[src/hw/rtl/smap_pkg.sv]
// ----------------------------------------------------------------------------
// smap_pkg: shared types and constants for the serial bank mapper
// Action codes, register indexes, size limits, the bank register bundle and a size clamp.
// ----------------------------------------------------------------------------
package smap_pkg;

  localparam logic [1:0] ACT_WRITE   = 2'd0;
  localparam logic [1:0] ACT_PRG_ROM = 2'd1;
  localparam logic [1:0] ACT_CHR     = 2'd2;
  localparam logic [1:0] ACT_PRG_RAM = 2'd3;

  localparam logic [1:0] CFG_PRG_BANKS = 2'd0;
  localparam logic [1:0] CFG_CHR_UNITS = 2'd1;
  localparam logic [1:0] CFG_FIXED_32K = 2'd2;
  localparam logic [1:0] CFG_RAM_CTRL  = 2'd3;

  localparam int unsigned SIZE_W   = 6;   // width of the size registers
  localparam int unsigned QUOT_W   = 5;   // bank-number bits of an offset
  localparam int unsigned OFFS_W   = 19;
  localparam int unsigned MAX_UNITS = 32;

  localparam logic [4:0] SHIFT_EMPTY  = 5'h10;
  localparam logic [4:0] CONTROL_INIT = 5'h0C;

  typedef struct packed {
    logic [4:0] control;
    logic [4:0] chr_lo;
    logic [4:0] chr_hi;
    logic [4:0] prg;
  } smap_banks_t;

  // size of zero counts as one unit, anything above the maximum saturates
  function automatic logic [SIZE_W-1:0] clamp_units(input logic [SIZE_W-1:0] v);
    logic [SIZE_W-1:0] r;
    r = v;
    if (v == '0) begin
      r = SIZE_W'(1);
    end else if (v > SIZE_W'(MAX_UNITS)) begin
      r = SIZE_W'(MAX_UNITS);
    end
    return r;
  endfunction

endpackage

[src/hw/rtl/smap_regs.sv]
// ----------------------------------------------------------------------------
// smap_regs: serial load port and bank registers
// Five writes of data bit 0 fill one of the four internal registers.
// ----------------------------------------------------------------------------
module smap_regs (
  input  logic                 clk,
  input  logic                 rst_n,
  input  logic                 wr_en,
  input  logic [15:0]          wr_addr,
  input  logic [7:0]           wr_data,
  output smap_pkg::smap_banks_t banks
);

  logic [4:0]            shift_r, shift_nxt;
  smap_pkg::smap_banks_t banks_r, banks_nxt;
  logic [4:0]            loaded;

  assign loaded = {wr_data[0], shift_r[4:1]};

  always_comb begin
    shift_nxt = shift_r;
    banks_nxt = banks_r;
    if (wr_en) begin
      if (wr_data[7]) begin
        shift_nxt         = smap_pkg::SHIFT_EMPTY;
        banks_nxt.control = banks_r.control | smap_pkg::CONTROL_INIT;
      end else if (shift_r[0]) begin
        // marker reached bit 0: fifth bit, commit
        shift_nxt = smap_pkg::SHIFT_EMPTY;
        if (!wr_addr[15]) begin
          banks_nxt.control = loaded;
        end else begin
          case (wr_addr[14:13])
            2'd0:    banks_nxt.control = loaded;
            2'd1:    banks_nxt.chr_lo  = loaded;
            2'd2:    banks_nxt.chr_hi  = loaded;
            default: banks_nxt.prg     = loaded;
          endcase
        end
      end else begin
        shift_nxt = loaded;
      end
    end
  end

  always_ff @(posedge clk) begin
    if (!rst_n) begin
      shift_r         <= smap_pkg::SHIFT_EMPTY;
      banks_r.control <= smap_pkg::CONTROL_INIT;
      banks_r.chr_lo  <= '0;
      banks_r.chr_hi  <= '0;
      banks_r.prg     <= '0;
    end else begin
      shift_r <= shift_nxt;
      banks_r <= banks_nxt;
    end
  end

  assign banks = banks_r;

endmodule

[src/hw/rtl/smap_rem.sv]
// ----------------------------------------------------------------------------
// smap_rem: iterative remainder unit
// Restoring remainder of the bank number by the memory size, one bit a cycle.
// ----------------------------------------------------------------------------
module smap_rem (
  input  logic                                clk,
  input  logic                                rst_n,
  input  logic                                start,
  input  logic [smap_pkg::QUOT_W-1:0]         num,
  input  logic [smap_pkg::SIZE_W-1:0]         div,
  output logic                                done,
  output logic [smap_pkg::QUOT_W-1:0]         rem
);

  localparam int unsigned CNT_W = $clog2(smap_pkg::QUOT_W + 1);

  logic [CNT_W-1:0]            cnt_r, cnt_nxt;
  logic                        done_r, done_nxt;
  logic [smap_pkg::QUOT_W-1:0] num_r, num_nxt;
  logic [smap_pkg::QUOT_W-1:0] rem_r, rem_nxt;
  logic [smap_pkg::SIZE_W-1:0] div_r, div_nxt;
  logic [smap_pkg::SIZE_W-1:0] trial;

  // rem stays below div (at most 32), so it always fits five bits
  assign trial = {rem_r, num_r[smap_pkg::QUOT_W-1]};

  always_comb begin
    cnt_nxt  = cnt_r;
    num_nxt  = num_r;
    rem_nxt  = rem_r;
    div_nxt  = div_r;
    done_nxt = 1'b0;
    if (start) begin
      cnt_nxt = CNT_W'(smap_pkg::QUOT_W);
      num_nxt = num;
      rem_nxt = '0;
      div_nxt = div;
    end else if (cnt_r != '0) begin
      if (trial >= div_r) begin
        rem_nxt = smap_pkg::QUOT_W'(trial - div_r);
      end else begin
        rem_nxt = trial[smap_pkg::QUOT_W-1:0];
      end
      num_nxt  = {num_r[smap_pkg::QUOT_W-2:0], 1'b0};
      cnt_nxt  = cnt_r - CNT_W'(1);
      done_nxt = (cnt_r == CNT_W'(1));
    end
  end

  always_ff @(posedge clk) begin
    if (!rst_n) begin
      cnt_r  <= '0;
      done_r <= 1'b0;
    end else begin
      cnt_r  <= cnt_nxt;
      done_r <= done_nxt;
    end
    num_r <= num_nxt;
    rem_r <= rem_nxt;
    div_r <= div_nxt;
  end

  assign done = done_r;
  assign rem  = rem_r;

endmodule

[src/hw/rtl/serial_bank_mapper.sv]
// ----------------------------------------------------------------------------
// serial_bank_mapper: serially loaded bank-switching mapper
// Takes register writes and PRG ROM, CHR and PRG RAM address translations.
// ----------------------------------------------------------------------------
// One word in at a time. A register write or a PRG RAM translation moves to
// the hold state at acceptance and then loads the output register; the
// next word is taken once the hold state is left. A PRG ROM or CHR
// translation first waits on the remainder unit, which reduces the bank
// number modulo the memory size one bit a cycle; the remainder is then
// collected into the pending result, which loads the output register.
// A result waiting on a full, stalled output register holds off the
// input; once it sits in the output register the next word is taken
// while it is still stalled.
// Size registers of zero act as one unit; values above 32 saturate at 32.
module serial_bank_mapper (
  input  logic        clk,
  input  logic        rst_n,
  input  logic        in_valid,
  output logic        in_stall,
  input  logic [1:0]  in_action,
  input  logic [15:0] in_addr,
  input  logic [7:0]  in_data,
  output logic        out_valid,
  input  logic        out_stall,
  output logic [18:0] out_offset,
  output logic        out_status,
  output logic [1:0]  out_mirroring,
  input  logic        cfg_we,
  input  logic [1:0]  cfg_index,
  input  logic [5:0]  cfg_wdata
);

  localparam logic [1:0] ST_IDLE = 2'd0;
  localparam logic [1:0] ST_CALC = 2'd1;
  localparam logic [1:0] ST_HOLD = 2'd2;

  logic [1:0]  state_r, state_nxt;
  logic [5:0]  prg_banks_r, chr_units_r;
  logic        fixed_32k_r, ram_ctrl_r;

  logic        accept;
  logic        out_free;
  smap_pkg::smap_banks_t banks;

  logic [smap_pkg::SIZE_W-1:0] prg_div, chr_div, div_sel;
  logic [4:0]  prg_last;
  logic [4:0]  prg_hi, chr_hi, hi_sel;
  logic [1:0]  prg_mode;
  logic        rem_start, rem_done;
  logic [4:0]  rem;

  logic        is_chr_r;
  logic [13:0] low_r;
  logic [18:0] pend_offset_r, pend_offset_nxt;
  logic        pend_status_r, pend_status_nxt;
  logic        ram_off;

  logic        out_valid_r;
  logic [18:0] out_offset_r;
  logic        out_status_r;
  logic [1:0]  out_mirror_r;

  assign accept   = in_valid && !in_stall;
  assign in_stall = (state_r != ST_IDLE);
  assign out_free = !out_valid_r || !out_stall;

  always_ff @(posedge clk) begin
    if (!rst_n) begin
      prg_banks_r <= 6'd2;
      chr_units_r <= 6'd2;
      fixed_32k_r <= 1'b0;
      ram_ctrl_r  <= 1'b1;
    end else if (cfg_we) begin
      case (cfg_index)
        smap_pkg::CFG_PRG_BANKS: prg_banks_r <= cfg_wdata;
        smap_pkg::CFG_CHR_UNITS: chr_units_r <= cfg_wdata;
        smap_pkg::CFG_FIXED_32K: fixed_32k_r <= cfg_wdata[0];
        smap_pkg::CFG_RAM_CTRL:  ram_ctrl_r  <= cfg_wdata[0];
        default: ;
      endcase
    end
  end

  smap_regs u_regs (
    .clk     (clk),
    .rst_n   (rst_n),
    .wr_en   (accept && (in_action == smap_pkg::ACT_WRITE)),
    .wr_addr (in_addr),
    .wr_data (in_data),
    .banks   (banks)
  );

  // bank number (offset bits above the page) for each translation
  assign prg_div  = smap_pkg::clamp_units(prg_banks_r);
  assign chr_div  = smap_pkg::clamp_units(chr_units_r);
  assign prg_last = 5'(prg_div - smap_pkg::SIZE_W'(1));
  assign prg_mode = banks.control[3:2];

  always_comb begin
    if (!prg_mode[1]) begin
      prg_hi = {1'b0, banks.prg[3:1], in_addr[14]};
    end else if (fixed_32k_r) begin
      prg_hi = {4'd0, in_addr[14]};
    end else if (in_addr[14] == prg_mode[0]) begin
      // fixed window: first bank in mode 2, last bank in mode 3
      prg_hi = prg_mode[0] ? prg_last : 5'd0;
    end else begin
      prg_hi = {1'b0, banks.prg[3:0]};
    end
  end

  always_comb begin
    if (!banks.control[4]) begin
      chr_hi = {banks.chr_lo[4:1], in_addr[12]};
    end else begin
      chr_hi = in_addr[12] ? banks.chr_hi : banks.chr_lo;
    end
  end

  assign hi_sel    = (in_action == smap_pkg::ACT_CHR) ? chr_hi : prg_hi;
  assign div_sel   = (in_action == smap_pkg::ACT_CHR) ? chr_div : prg_div;
  assign rem_start = accept && ((in_action == smap_pkg::ACT_PRG_ROM) ||
                                (in_action == smap_pkg::ACT_CHR));
  assign ram_off   = ram_ctrl_r && banks.prg[4];

  smap_rem u_rem (
    .clk   (clk),
    .rst_n (rst_n),
    .start (rem_start),
    .num   (hi_sel),
    .div   (div_sel),
    .done  (rem_done),
    .rem   (rem)
  );

  always_ff @(posedge clk) begin
    if (accept) begin
      is_chr_r <= (in_action == smap_pkg::ACT_CHR);
      low_r    <= (in_action == smap_pkg::ACT_CHR) ? {2'b00, in_addr[11:0]}
                                                   : in_addr[13:0];
    end
  end

  always_comb begin
    state_nxt       = state_r;
    pend_offset_nxt = pend_offset_r;
    pend_status_nxt = pend_status_r;
    case (state_r)
      ST_IDLE: begin
        if (accept) begin
          pend_offset_nxt = '0;
          pend_status_nxt = 1'b0;
          case (in_action)
            smap_pkg::ACT_PRG_ROM, smap_pkg::ACT_CHR: state_nxt = ST_CALC;
            smap_pkg::ACT_PRG_RAM: begin
              // (addr - 0x6000) mod 8 KB keeps the low thirteen bits
              if (ram_off) begin
                pend_status_nxt = 1'b1;
              end else begin
                pend_offset_nxt = {6'd0, in_addr[12:0]};
              end
              state_nxt = ST_HOLD;
            end
            default: state_nxt = ST_HOLD;
          endcase
        end
      end
      ST_CALC: begin
        if (rem_done) begin
          pend_offset_nxt = is_chr_r ? {2'b00, rem, low_r[11:0]} : {rem, low_r};
          state_nxt       = ST_HOLD;
        end
      end
      ST_HOLD: begin
        if (out_free) begin
          state_nxt = ST_IDLE;
        end
      end
      default: state_nxt = ST_IDLE;
    endcase
  end

  always_ff @(posedge clk) begin
    if (!rst_n) begin
      state_r     <= ST_IDLE;
      out_valid_r <= 1'b0;
    end else begin
      state_r <= state_nxt;
      if ((state_r == ST_HOLD) && out_free) begin
        out_valid_r <= 1'b1;
      end else if (!out_stall) begin
        out_valid_r <= 1'b0;
      end
    end
    pend_offset_r <= pend_offset_nxt;
    pend_status_r <= pend_status_nxt;
    if ((state_r == ST_HOLD) && out_free) begin
      out_offset_r <= pend_offset_r;
      out_status_r <= pend_status_r;
      out_mirror_r <= banks.control[1:0];
    end
  end

  assign out_valid     = out_valid_r;
  assign out_offset    = out_offset_r;
  assign out_status    = out_status_r;
  assign out_mirroring = out_mirror_r;

endmodule
[config.mk]
export PLATFORM = sky130hd
export DESIGN_NAME = serial_bank_mapper
export DESIGN_NICKNAME = d
export VERILOG_FILES = /design/src/hw/rtl/smap_pkg.sv /design/src/hw/rtl/smap_regs.sv /design/src/hw/rtl/smap_rem.sv /design/src/hw/rtl/serial_bank_mapper.sv
export SDC_FILE = /design/constraint.sdc
export NUM_CORES = 1
export LEC_CHECK = 0
export ABC_CLOCK_PERIOD_IN_PS = 2600
export BUFFER_PORTS_ARGS = -buffer_cell sky130_fd_sc_hd__clkbuf_2
export CAP_MARGIN = 25
export CORE_ASPECT_RATIO = 2
export CORE_MARGIN = 2
export CORE_UTILIZATION = 50
export CTS_CLUSTER_SIZE = 12
export DETAILED_ROUTE_END_ITERATION = 8
export PLACE_DENSITY = 0.79
export SYNTH_ARGS = -nofsm -noshare
export SYNTH_HDL_FRONTEND = slang
export SYNTH_SLANG_ARGS = --single-unit
export TNS_END_PERCENT = 100
[constraint.sdc]
create_clock -name clk -period 2.6 [get_ports clk]
set_clock_uncertainty 0.15 [all_clocks]
set_input_delay 0.52 -clock clk [delete_from_list [all_inputs] [get_ports clk]]
set_output_delay 0.52 -clock clk [all_outputs]
set_load 0.1 [all_outputs]
# Word level (Yosys, flattened, before mapping)

Index checks and enable logic that the tools add are counted.

Reduce and logical (&&, ||, !) cells: 37
Bitwise operators: 4
Mux-type cells: 41
Equality and inequality tests: 18
$add $sub $neg: 3
Magnitude comparators: 3

Operators by type and width:

| kind                                                                | count |
|---|---|
| 5-bit two-way mux                                                   | 17 |
| 19-bit two-way mux                                                  | 4 |
| 19-bit case mux with 2 select lines                                 | 1 |
| 6-bit two-way mux                                                   | 5 |
| 13-bit two-way mux                                                  | 2 |
| 15-bit two-way mux                                                  | 1 |
| 5-bit AND reduction                                                 | 3 |
| 2-bit == test (second input constant)                               | 6 |
| 6-bit greater-than comparator (second input constant)               | 2 |
| 6-bit logical NOT                                                   | 2 |
| 2-bit AND reduction                                                 | 5 |
| 3-bit AND reduction                                                 | 3 |
| 2-bit by 1-bit == test with 1-bit output (second input constant)    | 4 |
| 2-bit logical NOT                                                   | 4 |
| 2-bit two-way mux                                                   | 4 |
| 2-bit nonzero test                                                  | 4 |
| 6-bit >= comparator                                                 | 1 |
| 3-bit two-way mux                                                   | 2 |
| 2-bit by 1-bit != test with 1-bit output (second input constant)    | 3 |
| 2-bit case mux with 3 select lines                                  | 1 |
| 3-bit OR reduction                                                  | 2 |
| 1-bit logical AND                                                   | 5 |
| 5-bit by 1-bit subtractor with 5-bit output (second input constant) | 1 |
| 5-bit subtractor                                                    | 1 |
| other kinds (13)                                                    | 23 |

Bits in registers: 119
Output and inout port bits: 24
Input port bits: 39
Logic and storage cells: 132

# Logic depth before layout (Yosys ltp)

Word-level depth: 10
Depth in mapped cells: 9
Gate-level depth less buffers: 8

# By module

Synthesis repeated with hierarchy kept, for this count alone.

Cells, all modules: 431
Area, all modules: 5303.8 µm²

Modules (own cells, without submodules):

| module             | cells each | instances | seq. area each (µm²) | area each (µm²) |
|---|---|---|---|---|
| serial_bank_mapper | 233        | 1         | 2052.0               | 3191.8 |
| smap_rem           | 95         | 1         | 510.5                | 1073.5 |
| smap_regs          | 103        | 1         | 500.5                | 1038.5 |

# Least setup slack after synthesis

Ideal clock, no wire load.

Path type: register -> register
From: reg out_valid_r, in the netlist out_valid
To: reg out_mirror_r[0], in the netlist out_mirroring[0], enable pin
Clock period less this slack: 2.466 ns
Setup slack: 0.134 ns
Required time: 2.042 ns
Path buffers: 0
Library setup time: 0.408 ns
Arrival: 1.907 ns
Cell stages (with the launch flop): 2
Cells stage by stage: dfxtp_1 -> a21oi_1

Word-level cells in the longest chain between the ends: 3

Ends and longest elaborated chain:

| element                | line                      | RTL |
|---|---|---|
| from (decl)            | serial_bank_mapper.sv:58  | `logic out_valid_r;` |
| from (signal assigned) | serial_bank_mapper.sv:186 | `out_valid_r <= 1'b0;` |
| from (signal assigned) | serial_bank_mapper.sv:190 | `out_valid_r <= 1'b1;` |
| from (signal assigned) | serial_bank_mapper.sv:192 | `out_valid_r <= 1'b0;` |
| 1-bit logical NOT      | serial_bank_mapper.sv:65  | `assign out_free = !out_valid_r \|\| !out_stall;` |
| 1-bit logical OR       | serial_bank_mapper.sv:65  |  |
| 1-bit logical AND      | serial_bank_mapper.sv:197 | `if ((state_r == ST_HOLD) && out_free) begin` |
| to (signal assigned)   | serial_bank_mapper.sv:200 | `out_mirror_r <= banks.control[1:0];` |
| to (decl)              | serial_bank_mapper.sv:61  | `logic [1:0] out_mirror_r;` |

No other way between the ends.
A chain may end at the register's enable or synchronous reset.

# Final worst setup path

From: reg u_rem.div_r[0] (netlist name)
To: reg u_rem.rem_r (netlist bit u_rem.rem[1])

Word-level cells in the longest chain between the ends: 2
Elaborated cells between the ends (all ways): 3
Those cells by class: 1 x add/sub; 1 x order compare; 1 x mux

Ends and longest elaborated chain:

| element                                                        | line                           | RTL |
|---|---|---|
| from (decl)                                                    | smap_rem.sv:21                 | `logic [smap_pkg::SIZE_W-1:0] div_r, div_nxt;` |
| from (signal assigned)                                         | smap_rem.sv:60                 | `div_r <= div_nxt;` |
| 5-bit subtractor / 6-bit >= comparator (equally long branches) | smap_rem.sv:40, smap_rem.sv:39 |  |
| 5-bit two-way mux *                                            | smap_rem.sv:39                 | `if (trial >= div_r) begin` |
| to (signal assigned)                                           | smap_rem.sv:59                 | `rem_r <= rem_nxt;` |
| to (decl)                                                      | smap_rem.sv:20                 | `logic [smap_pkg::QUOT_W-1:0] rem_r, rem_nxt;` |

Mark *: on every way between the ends. The rest lies on a longest branch, timed or not.

==> results.md <==
* Status: complete, no violations
* Yosys reg bits at 119
* Largest family of logic cells by synthesized area: simple AND/OR/NAND/NOR gates
* Nets at 545
* Layout cell share with drive strength beyond 1 at 21.4%
* Post-CTS Setup Bufs at 0
* Synth Area in Simple Gates at 15.0%
* Cell variety after synth at 51
* Worst-path clk slew at 0.05 ns
* Mux contribution to synthesized area at 9.43%
* RSZ-0062 raised after global routing: false
* Final Critical Period at 2.38 ns
* Net Count, Synth at 483
* Fill cell count at 784
* Vias/cell at 5.37
* CP top delay family: simple AND/OR/NAND/NOR gates
* Hold_buf cts at 0
* Synth Area in Compound Gates at 9.12%
* Seq/Total Area, Yosys at 59.2%
* Relative slew slack at 45.1%
* CTS sink cnt at 119
* Vias in the first global route at 3545
* Synth Area in Adders at 3.53%
* CTS tree: built
* Min-delay src: in_addr[9]
* DIE AREA at 11200 um2
* Post-CTS sizing at 0
* Initial DRC count at 175
* Worst setup margin at 0.223 ns
* Synthesis-to-finish area growth at 19.5%
* Worst reg2reg path endpoint: u_rem.rem[1]$_SDFFE_PP0N_
* Setup TNS at 0 ns
* Initial Utilization at 51.3%
* First-pass GRT wire length at 16300 um
* Prevailing post-synth register cell: edfxtp_1
* CP Launch Type: flop
* CP max FO at 6
* Pleak at 2.60 nW
* CP max stage cell: or4_1
* CP cell instances: ha_1 -> fa_1 -> nand2b_1 -> a211oi_2 -> o41ai_4 -> or4_1 -> nand3_1
* Tcrit/Tclk final at 91.4%
* Num CTS Buffers at 17
* Worst setup EP type: flop
* Cells after Synth at 430
* XOR/XNOR Fraction of Synth Area at 1.02%
* Mapped Avg Cell Area at 12.0 um2
* Slew Limit Fails at 0
* Initial antenna violation count at 0
* Clk_lat worst skew at 0.41 ns
* Reg2reg path depth at 7
* Slowest stage delay, CP at 0.44 ns
* Port bufs at 56
* Ys async rst share at 0%
* Via count at 3436
* Highest clock rate at 421 MHz
* CP Class: reg2reg
* Synth warnings at 0
* Total GRT Usage at 18.6%
* Hpwl dp at 7070 um
* Worst-margin pin slew at 0.822 ns
* Die X at 75.9 um
* FP Rows at 52
* Setup violators final at 0
* Power Total at 5.84 mW
* Ant diodes at 0
* Initial DRT Pass Iterations at 5
* Worst reg-to-reg setup slack at 0.22 ns
* Core ar. at 10100 um2
* Power Density at 943 nW/um2
* Place WS at 0.235 ns
* # DRC at 0
* Routability cong. at 0.798
* Hold Vio Cnt, Final at 0
* Final ANT Viol Nets at 0
* Post-synth EDFFs at 68
* WHS Path Cells at 1
* Longest Clk Path Bufs at 2
* DRT Wirelength at 9870 um
* Hold WC Path Type: in2reg
* Largest net degree at the start of global routing at 39
* Clock root buffer: clkbuf_16
* H-tree depth at 4
* # Max-Cap Violations at 0
* I/O pins at 63
* Max IR drop VDD at 0.653 mV
* Worst Hold End: low_r[9]$_DFFE_PP_
* Hold Slack at 0.160 ns
* Crit path buf inv count at 0
* Reg2reg start: u_rem.div_r[0]$_DFFE_PP_
* GRT overflow at 0
* Data required time at the worst endpoint at 2.79 ns
* Die Y at 148 um
* Cell area after synthesis at 5170 um2
* Wire length per cell at 15.4 um
* Crit path DAT at 2.57 ns
-- cell usage in the layout, fill, tap and decap left out, types with 9 or more instances in the layout --
cell type   n
clkbuf_16  17
o21ai_0    23
nor2_1     24
mux2i_1    42
dfxtp_1    51
nor2b_1    20
clkbuf_2   56
a21oi_1    12
a22o_1     12
nand2b_1    9
inv_1      15
ha_1       13
edfxtp_1   68
nand3_1    10
nand2_1    42
-- worst register-to-register path: cells and delay by family (launching register included) --
family,cells,cell delay [ns]
AOI/OAI and AO/OA,2,0.41
adders and majority gates,2,0.65
DFF,1,0.37
and+or+nand+nor,3,0.75
-- final cells by class --
class | count | area [um2] | share of cell area, %
clock inverters | 15 | 175 | 2.83
multi-input cells | 277 | 1980 | 31.9
repair buffers | 61 | 318 | 5.14
clock buffers | 17 | 425 | 6.88
inverters | 16 | 60.1 | 0.971
well taps | 135 | 169 | 2.73
flip-flops and latches | 119 | 3060 | 49.5
-- sequential cells by signal, summed over array words and instances (netlist names), 2 cells and up --
signal	flops
out_offset	19
chr_units_r	6
out_mirroring	2
u_regs.shift_r	5
low_r	14
u_rem.rem	5
u_regs.banks	20
u_rem.num_r	5
pend_offset_r	19
state_r	2
prg_banks_r	6
u_rem.div_r	6
u_rem.cnt_r	3
-- worst max path at each step --
stage / from / endpoint / slack, ns / cells past startpoint
after floorplan: out_valid$_SDFFE_PN0P_ / out_mirroring[0]$_DFFE_PP_ / 0.13 / 1
after global placement: u_rem.div_r[0]$_DFFE_PP_ / u_rem.rem[1]$_SDFFE_PP0N_ / 0.33 / 7
after detailed placement: u_rem.num_r[4]$_DFFE_PP_ / u_rem.rem[0]$_SDFFE_PP0N_ / 0.23 / 8
after CTS: u_rem.num_r[4]$_DFFE_PP_ / u_rem.rem[0]$_SDFFE_PP0N_ / 0.20 / 8
after global routing: u_rem.num_r[4]$_DFFE_PP_ / u_rem.rem[0]$_SDFFE_PP0N_ / 0.06 / 8
final: u_rem.div_r[0]$_DFFE_PP_ / u_rem.rem[1]$_SDFFE_PP0N_ / 0.22 / 7
-- where the power goes --
| part | internal (mW) | leakage [nW] | switching (mW) |
|---|---|---|---|
| clock network | 1.51 | 0.291 | 0.838 |
| logic | 0.408 | 1.24 | 0.699 |
| registers | 2.25 | 1.07 | 0.132 |
-- through the flow --
step                      cells  instance area (um2)  utilization (%)
after floorplan             430                 5170                -
after global placement      608                 5590             55.4
after detailed placement    608                 5590             55.4
after CTS                   640                 6190             61.3
after global routing        640                 6190             61.3
final                       640                 6190             61.3
-- routing by layer --
layer | GRT usage [%] | part of all wire [%] | wire [um]
met5 | 0 | 0 | 0
met2 | 35.8 | 59 | 5800
met1 | 17.8 | 35 | 3490
met4 | 9.55 | 2.1 | 209
met3 | 5.01 | 3.8 | 372
-- cells by family (layout without fill, tap and decap cells) --
logic type	after synthesis	after routing
muxes	48	48
DFF	119	119
buffers and inverters	34	109
xor gates and xnor gates	6	6
adders and majority gates	14	14
AOI/OAI and AO/OA	69	69
and+or+nand+nor	140	140
-- synthesized netlist by cell type, drive strengths merged (3+ instances only) --
library cell / number / area [um2]
o21ai: 23 / 115
nand2: 43 / 169
a21boi: 6 / 45.0
ha: 13 / 163
mux2: 6 / 67.6
buf: 7 / 38.8
o21a: 3 / 22.5
a22o: 12 / 105
clkbuf: 11 / 41.3
nor2b: 20 / 125
a221oi: 3 / 26.3
dfxtp: 51 / 1020
nor4: 3 / 18.8
inv: 16 / 60.1
edfxtp: 68 / 2040
nor2: 25 / 101
nand3b: 8 / 85.1
and3: 5 / 31.3
nand3: 11 / 67.6
nand2b: 9 / 56.3
a211oi: 3 / 27.5
xnor2: 4 / 35.0
a21oi: 13 / 65.1
mux2i: 42 / 420
nor3b: 5 / 42.5
Note: power is estimated with default switching activity, not from simulation.
